File: src/hw/rtl/tem_pkg.sv
`default_nettype none
// ----------------------------------------------------------------------------
// tem_pkg
// Shared types and constants for the timer expiry manager.
// ----------------------------------------------------------------------------
package tem_pkg;
    localparam int TIMERS_DEF    = 16;
    localparam int TIME_BITS_DEF = 48;
    localparam logic [31:0] GAP_RESET = 32'd10000;

    localparam logic [2:0] ACT_ADD     = 3'd0;
    localparam logic [2:0] ACT_CANCEL  = 3'd1;
    localparam logic [2:0] ACT_REFRESH = 3'd2;
    localparam logic [2:0] ACT_RESET   = 3'd3;
    localparam logic [2:0] ACT_TICK    = 3'd4;
    localparam logic [2:0] ACT_QUERY   = 3'd5;

    localparam logic [2:0] ST_OK      = 3'd0;
    localparam logic [2:0] ST_FAIL    = 3'd1;
    localparam logic [2:0] ST_FULL    = 3'd2;
    localparam logic [2:0] ST_EXPIRED = 3'd3;
    localparam logic [2:0] ST_DONE    = 3'd4;

    typedef enum logic [2:0] {
        S_IDLE,
        S_SCAN,
        S_EMIT,
        S_REARM,
        S_DONE
    } t_state;

    // controller to datapath
    typedef struct packed {
        logic load;      // capture input item
        logic scan_clr;  // restart slot scan
        logic scan_step; // advance slot scan
        logic emit_sel;  // mark best as emitted and strobe event
        logic rearm;     // apply rearm / free pass
        logic single;    // strobe single-result answer
        logic done;      // strobe tick done
    } t_cmd;

    // datapath to controller
    typedef struct packed {
        logic is_tick;
        logic scan_end;
        logic found;     // scan found a candidate: a pending hit on tick, an active slot otherwise
        logic any_on;
    } t_sts;
endpackage
`default_nettype wire

File: src/hw/rtl/tem_ctrl.sv
`default_nettype none
// ----------------------------------------------------------------------------
// tem_ctrl
// Sequencer for item intake, slot scans, event emission and rearm.
// ----------------------------------------------------------------------------
module tem_ctrl (
    input  wire logic          i_clk,
    input  wire logic          i_rst_n,
    input  wire logic          i_start,
    output logic               o_busy,
    input  wire tem_pkg::t_sts i_sts,
    output tem_pkg::t_cmd      o_cmd
);
    import tem_pkg::*;

    t_state r_state, n_state;
    logic r_first, n_first;

    always_ff @(posedge i_clk) begin
        if (!i_rst_n) begin
            r_state <= S_IDLE;
            r_first <= 1'b0;
        end else begin
            r_state <= n_state;
            r_first <= n_first;
        end
    end

    always_comb begin
        n_state = r_state;
        n_first = r_first;
        unique case (r_state)
            S_IDLE: if (i_start) begin
                n_state = S_SCAN;
                n_first = 1'b1;
            end
            S_SCAN: if (r_first) begin
                // settle state so the item registers are loaded
                n_first = 1'b0;
                if (i_sts.is_tick && !i_sts.any_on)
                    n_state = S_DONE;
            end else if (i_sts.scan_end) begin
                if (!i_sts.is_tick)       n_state = S_IDLE;
                else if (i_sts.found)     n_state = S_EMIT;
                else                      n_state = S_REARM;
            end
            S_EMIT:  n_state = S_SCAN;
            S_REARM: n_state = S_DONE;
            S_DONE:  n_state = S_IDLE;
            default: n_state = S_IDLE;
        endcase
    end

    always_comb begin
        o_cmd  = '0;
        o_busy = (r_state != S_IDLE);
        unique case (r_state)
            S_IDLE: begin
                o_cmd.load     = i_start;
                o_cmd.scan_clr = 1'b1;
            end
            S_SCAN: begin
                o_cmd.scan_step = !r_first;
                if (!r_first && i_sts.scan_end && !i_sts.is_tick)
                    o_cmd.single = 1'b1;
            end
            S_EMIT: begin
                o_cmd.emit_sel = 1'b1;
                o_cmd.scan_clr = 1'b1;
            end
            S_REARM: o_cmd.rearm = 1'b1;
            S_DONE:  o_cmd.done  = 1'b1;
            default: o_cmd = '0;
        endcase
    end
endmodule
`default_nettype wire

File: config.mk
export PLATFORM = sky130hd
export DESIGN_NAME = tem_ctrl
export DESIGN_NICKNAME = d
export VERILOG_FILES = /design/src/hw/rtl/tem_pkg.sv /design/src/hw/rtl/tem_ctrl.sv
export SDC_FILE = /design/constraint.sdc
export NUM_CORES = 1
export LEC_CHECK = 0
export ABC_AREA = 1
export BUFFER_PORTS_ARGS = -buffer_cell sky130_fd_sc_hd__buf_2
export CORE_AREA = 2 2 39 41
export DETAILED_ROUTE_END_ITERATION = 12
export DIE_AREA = 0 0 41 43
export PLACE_DENSITY = 0.46
export SLEW_MARGIN = 15
export SYNTH_ARGS = -nofsm -noshare
export SYNTH_HDL_FRONTEND = slang
export SYNTH_SLANG_ARGS = --single-unit
File: constraint.sdc
create_clock -name i_clk -period 1.2 [get_ports i_clk]
set_input_delay 0.12 -clock i_clk [delete_from_list [all_inputs] [get_ports i_clk]]
set_output_delay 0.12 -clock i_clk [all_outputs]
set_load 0.02 [all_outputs]
# Word-level counts from Yosys, hierarchy flattened

Index checks and enable logic that the tools add are counted.

Output and inout bits: 8
Register bits: 4
Input bits: 7
Word-level logic and storage cells: 38

Muxes and demuxes: 17
Equality and inequality tests: 7
Reduce and logical (&&, ||, !) cells: 12

Operator list:

| operator           | number |
|---|---|
| $mux 3             | 4 |
| $pmux 3 s4         | 1 |
| $mux 1             | 10 |
| $eq 3x2->1 const B | 2 |
| $ne 3x3->1 const B | 2 |
| $eq 3x1->1 const B | 1 |
| $eq 3x3->1 const B | 1 |
| $logic_and 1x1->1  | 3 |
| $logic_not 1->1    | 3 |
| $logic_not 3->1    | 1 |
| $reduce_and 3->1   | 1 |
| $reduce_bool 3->1  | 1 |
| $mux 2             | 1 |
| $ne 2x2->1 const B | 1 |
| $pmux 1 s2         | 1 |
| $reduce_and 2->1   | 1 |
| $reduce_bool 2->1  | 1 |
| $reduce_or 2->1    | 1 |

# Depth between registers and ports, before layout

Gate-level depths: netlist (run 1).

Word-level depth: 5
Mapped depth: 7
Gate-level depth less buffers: 7

# Worst setup path after synthesis (run 1)

Ideal clock, no wire load.

Path kind: reg-to-reg
Start: register r_state[1]
End: register r_state[0]
Required time: 1.130 ns
Clock period less this slack: 1.109 ns
Path slack: 0.091 ns
Stages on the path, launching flop included: 6
Buffers on the path: 0
Data arrival time: 1.040 ns
Setup time: 0.070 ns
Path through: dfxtp_1 nor2_4 nand2_1 nand2_2 nor2_1 a21oi_1

Cells in the longest elaborated chain, start to end: 3
Elaborated cells between the ends (all ways): 9
Classes of those cells: eq/ne (6); mux (1); reduce/logical (2)

RTL lines:

| item                                                      | RTL line       | RTL |
|---|---|---|
| start, declared                                           | tem_ctrl.sv:16 | `t_state r_state, n_state;` |
| start signal, assigned                                    | tem_ctrl.sv:24 | `r_state <= n_state;` |
| $eq 3x1->1 or $logic_not 3->1 (tied branches)             | tem_ctrl.sv:32 | `unique case (r_state)` |
| $ne 3x3->1 (no source line) or $ne 2x2->1 (tied branches) | n/a            |  |
| $reduce_and 3->1 (no source line)                         | n/a            |  |

Several ways; a longest one is shown, not always the timed one.
A chain may end at the register's enable or synchronous reset.

==> results of run 1 <==
logic make-up after synthesis:
| kind of cell | share of synthesized area (%) |
|---|---|
| AND/OR/NAND/NOR | 51.11 |
| buffers and inverters | 14.67 |
| flip-flops | 28.45 |
| AO/OA/AOI/OAI | 5.779 |
how the worst min path moves through the flow:
stage	slack [ns]	to	cells past startpoint	from
after detailed placement	0.38	r_state[0]$_SDFFE_PN0P_	3	i_rst_n
after global placement	0.39	r_state[1]$_SDFFE_PN0P_	3	i_rst_n
final	0.12	r_state[0]$_SDFFE_PN0P_	3	i_rst_n
after global routing	0.14	r_state[0]$_SDFFE_PN0P_	3	i_rst_n
after CTS	0.12	r_state[0]$_SDFFE_PN0P_	3	i_rst_n
after floorplan	0.24	r_state[0]$_SDFFE_PN0P_	2	i_rst_n
power by group through the flow:
| stage | sequential [uW] | combinational [uW] | clock (uW) |
|---|---|---|---|
| after floorplan | 156 | 109 | 0 |
| after global placement | 159 | 156 | 0 |
| after detailed placement | 159 | 155 | 0 |
| after CTS | 159 | 162 | 177 |
| after global routing | 160 | 197 | 182 |
| final | 158 | 176 | 170 |
placed cells by master, fill, tap and decap left out:
| cell type | instances |
|---|---|
| buf_2 | 10 |
| nand2_1 | 9 |
| inv_1 | 9 |
| nor2_1 | 7 |
| buf_4 | 6 |
| nand3_2 | 3 |
| nand3_1 | 3 |
| clkbuf_4 | 3 |
| inv_2 | 2 |
| nand2_2 | 2 |
| nor2_2 | 2 |
| a21oi_1 | 2 |
| dfxtp_2 | 2 |
| nor2_4 | 1 |
| nor3_2 | 1 |
| o22ai_1 | 1 |
| nand3b_1 | 1 |
| buf_6 | 1 |
| dfxtp_1 | 1 |
| dfxtp_4 | 1 |
state kept, by name, summed over array words and instances (netlist names):
signal,flops
r_first,1
r_state,3
worst max-delay path: stages, from the launching register on:
cell and delay [ns]:
dfxtp_4 0.34, nor2_4 0.17, nand3_2 0.10, nor2_1 0.10, buf_4 0.15
cell type report:
type	count	area, um2	share of cell area [%]
clock buffer	3	22.52	4.986
inverter	11	41.29	9.141
multi-input combinational	32	175.2	38.78
sequential	4	86.33	19.11
tap	16	20.02	4.432
timing repair buffer	17	106.4	23.55
repair_timing:
action                     CTS  global route
setup endpoints to repair    4             5
setup buffers                0             3
pin swaps                    1             1
resized for setup            6             7
metrics by stage:
stage / cell area (um2) / util, % / setup TNS (ns)
finish: 451.7 / 32.64 / -0.004403
detailed placement: 371.6 / 26.85 / 0
floorplan: 281.5 / - / 0
CTS: 407.9 / 29.48 / -0.03150
global placement: 371.6 / 26.85 / 0
global route: 451.7 / 32.64 / -0.2232
metal layers:
layer	routed length, um	part of all wire, %
met1	267	38
met2	394	56
met3	31	4.4
met4	10	1.4
met5	0	0
==> impl_metrics.csv, run 1 <==
group,metric,value,unit
run_status,status,"finished with violations",
run_status,violations,"negative setup slack",
critical_path,regToRegSetupSlack,0.10,ns
final_layout,drive_above_1_share,50.75,%
logic_synthesis,synth_seq_cells,4,
power,p_int,327.9,uW
die,initial_core_util,20.34,%
logic_synthesis,ys_async_sr_fraction,0,%
route,drc,0,
critical_path,crit_arrival,1.08,ns
clock_tree,htreeDepth,1,
clock_tree,cts_tree,"yes",
critical_path,worst-r2r-cell-count,7,
job,max_cap_violations,0,
final_layout,diodes,0,
place,place_congestion,0.6641,
final_layout,syn_to_final_growth,60.44,%
clock_tree,clock-root-buffer,"clkbuf_4",
critical_path,rr_startpoint,"r_state[1]$_SDFFE_PN0P_",
global_routing,grt_overflow,0,
logic_synthesis,yosys_warnings,0,
global_routing,grt_antenna_before_repair,0,
route,wl,703,um
route,drt_iter0_drc,6,
die,coreArea,0.001384,mm2
final_layout,nets,76,
timing,worst_slew_pin_slew,0.1583,ns
logic_synthesis,yosysTopAreaCellShare,28.44,%
logic_synthesis,synth-edff-count,0,
logic_synthesis,synth_area,281.5,um2
power,sw_frac_of_total,34.87,%
route,vias,351,
die,dieArea,0.001763,mm2
clock_tree,clk_pin_slew_worst_paths,0.04,ns
global_routing,grt_usage,10.05,%
timing,rsz0062_at_grt,"true",
global_routing,grt_max_degree,7,
die,fp-row-count,14,
global_routing,grt_pass1_vias,330,
final_layout,num-fill-cells,163,
logic_synthesis,synth_area_per_cell,5.990,um2
clock_tree,cts_buffers,3,
final_layout,final_cells,83,
route,routedWlPerCell,8.470,um
logic_synthesis,synth_cell_types,14,
die,io_pins,15,
timing,whs,0.1203,ns
route,vias_per_cell,4.229,
route,ant_nets,0,
timing,timing.final.crit_share,100.4,%
logic_synthesis,yosysMostFrequentCell,"inv_1",
critical_path,reg2reg_to,"r_state[1]$_SDFFE_PN0P_",
clock_tree,worstSkewPairLatency,0.24,ns
logic_synthesis,synthTopCellsByCount,"inv_1 (10), nand2_1 (9), nor2_1 (7)",
critical_path,worstPathRequired,1.08,ns
logic_synthesis,synthTopCellsByArea,"dfxtp_1 (28%), inv_1 (13%), nand2_1 (12%)",
logic_synthesis,synth_fp_nets,54,
power,power,503.5,uW
clock_tree,cts.sinks,4,
global_routing,met3_usage,3.141,%
place,dp.final_hpwl,560.7,um
global_routing,use_met1,10.65,%
power,irDropWorstVdd,388.0,uV
timing,min_period,1.204,ns
global_routing,grt_pass1_wl,1173,um
critical_path,cp-end-kind,"output pin",
power,combPwrFrac,35.0,%
power,p_per_area,1115,mW/mm2
power,p_switching,175.6,uW
timing,maxSlewViolCount,0,
timing,fin_skew,0.004219,ns
timing,fmax,830.3,MHz
critical_path,crit_start,"r_state[1]$_SDFFE_PN0P_",
timing,max_slew_margin,89.42,%
power,seqPwrFrac,31.4,%
place,dp_cells,77,
power,power_leakage,0.0002616,uW
timing,hold_violations,0,
timing,setup_viol_count_final,1,
critical_path,critPathMaxFanout,6,
global_routing,met2_usage,15.31,%
logic_synthesis,synth_ff_type,"dfxtp_1",
logic_synthesis,yosysSeqAreaShare,28.44,%
die,die_y,43,um
route,dr.pass1.iters,3,
critical_path,crit_end,"o_cmd[1]",
critical_path,crit_type,"reg2out",
timing,fin_ws,-0.004403,ns
logic_synthesis,synth_cells,47,
critical_path,cp-start-kind,"flop",
logic_synthesis,synth_area_leader_cell,"dfxtp_1",
power,clock_power_share,33.7,%
min_path,worstHoldPathType,"in2reg",
clock_tree,hold_buffers,0,
place,pre_cts_ws,0.1629,ns
place,io_buffers,14,
clock_tree,cts_max_path_buffers,2,
die,dieWidth,41,um
global_routing,gr-max-usage-layer,"met2",
Power figures use the tool's default switching activity.
==> inputs of run 2 (changes only) <==
Settings changed: CELL_PAD_IN_SITES_DETAIL_PLACEMENT set to 1, CELL_PAD_IN_SITES_GLOBAL_PLACEMENT set to 2, CORE_AREA 2 2 39 41 to not set, CORE_MARGIN set to 2, CORE_UTILIZATION set to 18, DIE_AREA 0 0 41 43 to not set, PLACE_DENSITY 0.46 to 0.71.
==> run 2 against run 1 <==
Against the previous run: the flow now finishes without violations; worst setup slack improved by 0.031 ns; clock power barely moved; global-route usage up 0.15 points; core utilization fell by 3.7 points; critical path depth is the same; flip-flop and latch count unchanged; fmax rose by 2.6%; final area shrank 4.7%; via count grew 0.28%; die area up 7.6%; critical endpoint unchanged; power down 0.68%.
==> impl_metrics.csv, run 2 (same netlist as run 1, synthesis figures left out) <==
group,metric,value,unit
run_status,status,"completed",
route,routedWlPerCell,9.561,um
die,coreArea,0.001489,mm2
place,place_congestion,0.7083,
min_path,min_from,"i_rst_n",
place,pre_cts_ws,0.1325,ns
timing,max_slew_margin,90.52,%
min_path,worstHoldPathType,"in2reg",
critical_path,cp_cell_sequence,"nor2_4 -> nand3_2 -> nor2_1 -> buf_4",
timing,maxSlewViolCount,0,
die,die_y,43.55,um
timing,worst_slew_pin_slew,0.1410,ns
route,vias,352,
power,p_int,324.9,uW
power,seqPwrFrac,31.8,%
clock_tree,cts_tree,"yes",
final_layout,drive_above_1_share,46.97,%
final_layout,syn_to_final_growth,52.89,%
global_routing,grt_overflow,0,
timing,rsz0062_at_grt,"true",
power,sw_frac_of_total,35.02,%
clock_tree,cts_max_path_buffers,2,
global_routing,grt_antenna_before_repair,0,
clock_tree,clock-root-buffer,"clkbuf_4",
timing,fin_ws,0.02650,ns
timing,hold_violations,0,
power,p_per_area,1162,mW/mm2
place,dp.final_hpwl,632,um
route,dr.pass1.iters,2,
power,irDropWorstVdd,520.0,uV
global_routing,grt_pass1_wl,1338,um
critical_path,crit_buf_inv,1,
clock_tree,clk_pin_slew_worst_paths,0.04,ns
critical_path,crit_path_max_incr_delay,0.34,ns
die,dieWidth,43.55,um
critical_path,crit_type,"reg2out",
critical_path,cp_top_family,"flip-flops",
critical_path,worstPathRequired,1.08,ns
power,p_switching,175.1,uW
critical_path,regToRegSetupSlack,0.03,ns
min_path,whs_path_depth,3,
global_routing,grt_max_degree,7,
critical_path,cp-end-kind,"output pin",
clock_tree,worstSkewPairLatency,0.24,ns
power,clock_power_share,33.5,%
clock_tree,hold_buffers,0,
critical_path,rr_startpoint,"r_state[1]$_SDFFE_PN0P_",
place,io_buffers,14,
die,fp-row-count,14,
critical_path,cp-start-kind,"flop",
critical_path,critPathMaxFanout,4,
die,initial_core_util,18.91,%
job,max_cap_violations,0,
final_layout,final_cell_mix,"buf_2 (11), inv_1 (10), nand2_1 (9)",
min_path,hold_end,"r_state[0]$_SDFFE_PN0P_",
clock_tree,htreeDepth,1,
clock_tree,cts.sinks,4,
global_routing,grt_pass1_vias,352,
timing,setup_viol_count_final,0,
timing,fin_setup_tns,0,ns
power,power_leakage,0.0002514,uW
critical_path,crit_slowest_cell,"dfxtp_2",
final_layout,final_area,430.4,um2
final_layout,nets,75,
route,wl,784,um
place,dpl-instance-area,371.6,um2
global_routing,grt_usage,10.20,%
route,vias_per_cell,4.293,
final_layout,largest_reg_flops,3,
timing,fmax,852.2,MHz
critical_path,crit_arrival,1.05,ns
die,dieArea,0.001896,mm2
final_layout,largest-register,"r_state",
timing,timing.final.crit_share,97.79,%
die,io_pins,15,
route,drc,0,
power,combPwrFrac,34.7,%
clock_tree,cts_buffers,3,
route,drt_iter0_drc,1,
final_layout,diodes,0,
timing,min_period,1.173,ns
route,ant_nets,0,
critical_path,reg2reg_to,"r_state[2]$_SDFFE_PN0P_",
final_layout,final_common_cell,"buf_2",
critical_path,worst-r2r-cell-count,8,
timing,fin_skew,0.003709,ns
timing,whs,0.1326,ns
final_layout,largestRegisters,"r_state x3, r_first x1",
## run 2: power by group through the flow
stage               registers (uW)  clock network, uW  logic, uW
floorplan                      156                  0        109
global placement               159                  0        161
detailed placement             159                  0        159
CTS                            159                176        169
global route                   161                184        195
finish                         159                168        174
## run 2: worst max-delay path by stage
stage | cells past startpoint | start | slack, ns | to
2_1_floorplan | 5 | r_state[1]$_SDFFE_PN0P_ | 0.09 | r_state[0]$_SDFFE_PN0P_
3_3_place_gp | 4 | r_state[1]$_SDFFE_PN0P_ | 0.13 | o_cmd[1]
3_5_place_dp | 4 | r_state[1]$_SDFFE_PN0P_ | 0.13 | o_cmd[1]
4_1_cts | 4 | r_state[2]$_SDFFE_PN0P_ | 0.004 | o_cmd[1]
5_1_grt | 4 | r_state[1]$_SDFFE_PN0P_ | -0.07 | o_cmd[1]
6_report | 4 | r_state[1]$_SDFFE_PN0P_ | 0.03 | o_cmd[1]
## run 2: per-stage QoR
step	power, uW	cells	utilization, %
after floorplan	265.9	47	-
after global placement	320.2	77	24.96
after detailed placement	318.2	77	24.96
after CTS	503.8	82	28.24
after global routing	539.9	82	28.91
final	500.1	82	28.91
## run 2: cell type report
class	instances	area (um2)
fill	201	1059
multi-input combinational	32	170.2
timing repair buffer	16	92.59
sequential	4	83.83
inverter	11	41.29
clock buffer	3	22.52
tap	16	20.02
## run 2: worst min-delay path, stage by stage
cell     delay, ns
buf_2         0.11
nand2_1       0.06
a21oi_1       0.03
## run 2: layer usage
| layer | vias up | global-route usage (%) | wire, um |
|---|---|---|---|
| li1 | 184 | - | - |
| met1 | 155 | 10.35 | 331 |
| met2 | 9 | 15.88 | 372 |
| met3 | 4 | 2.917 | 43 |
| met4 | 0 | 10.91 | 36 |
| met5 | - | 0 | 0 |
## run 2: what timing repair did
action                                  CTS  global route
gates resized for setup                   5             3
buffers inserted                          2             0
pin swaps                                 2             0
endpoints found under the setup margin    5             8
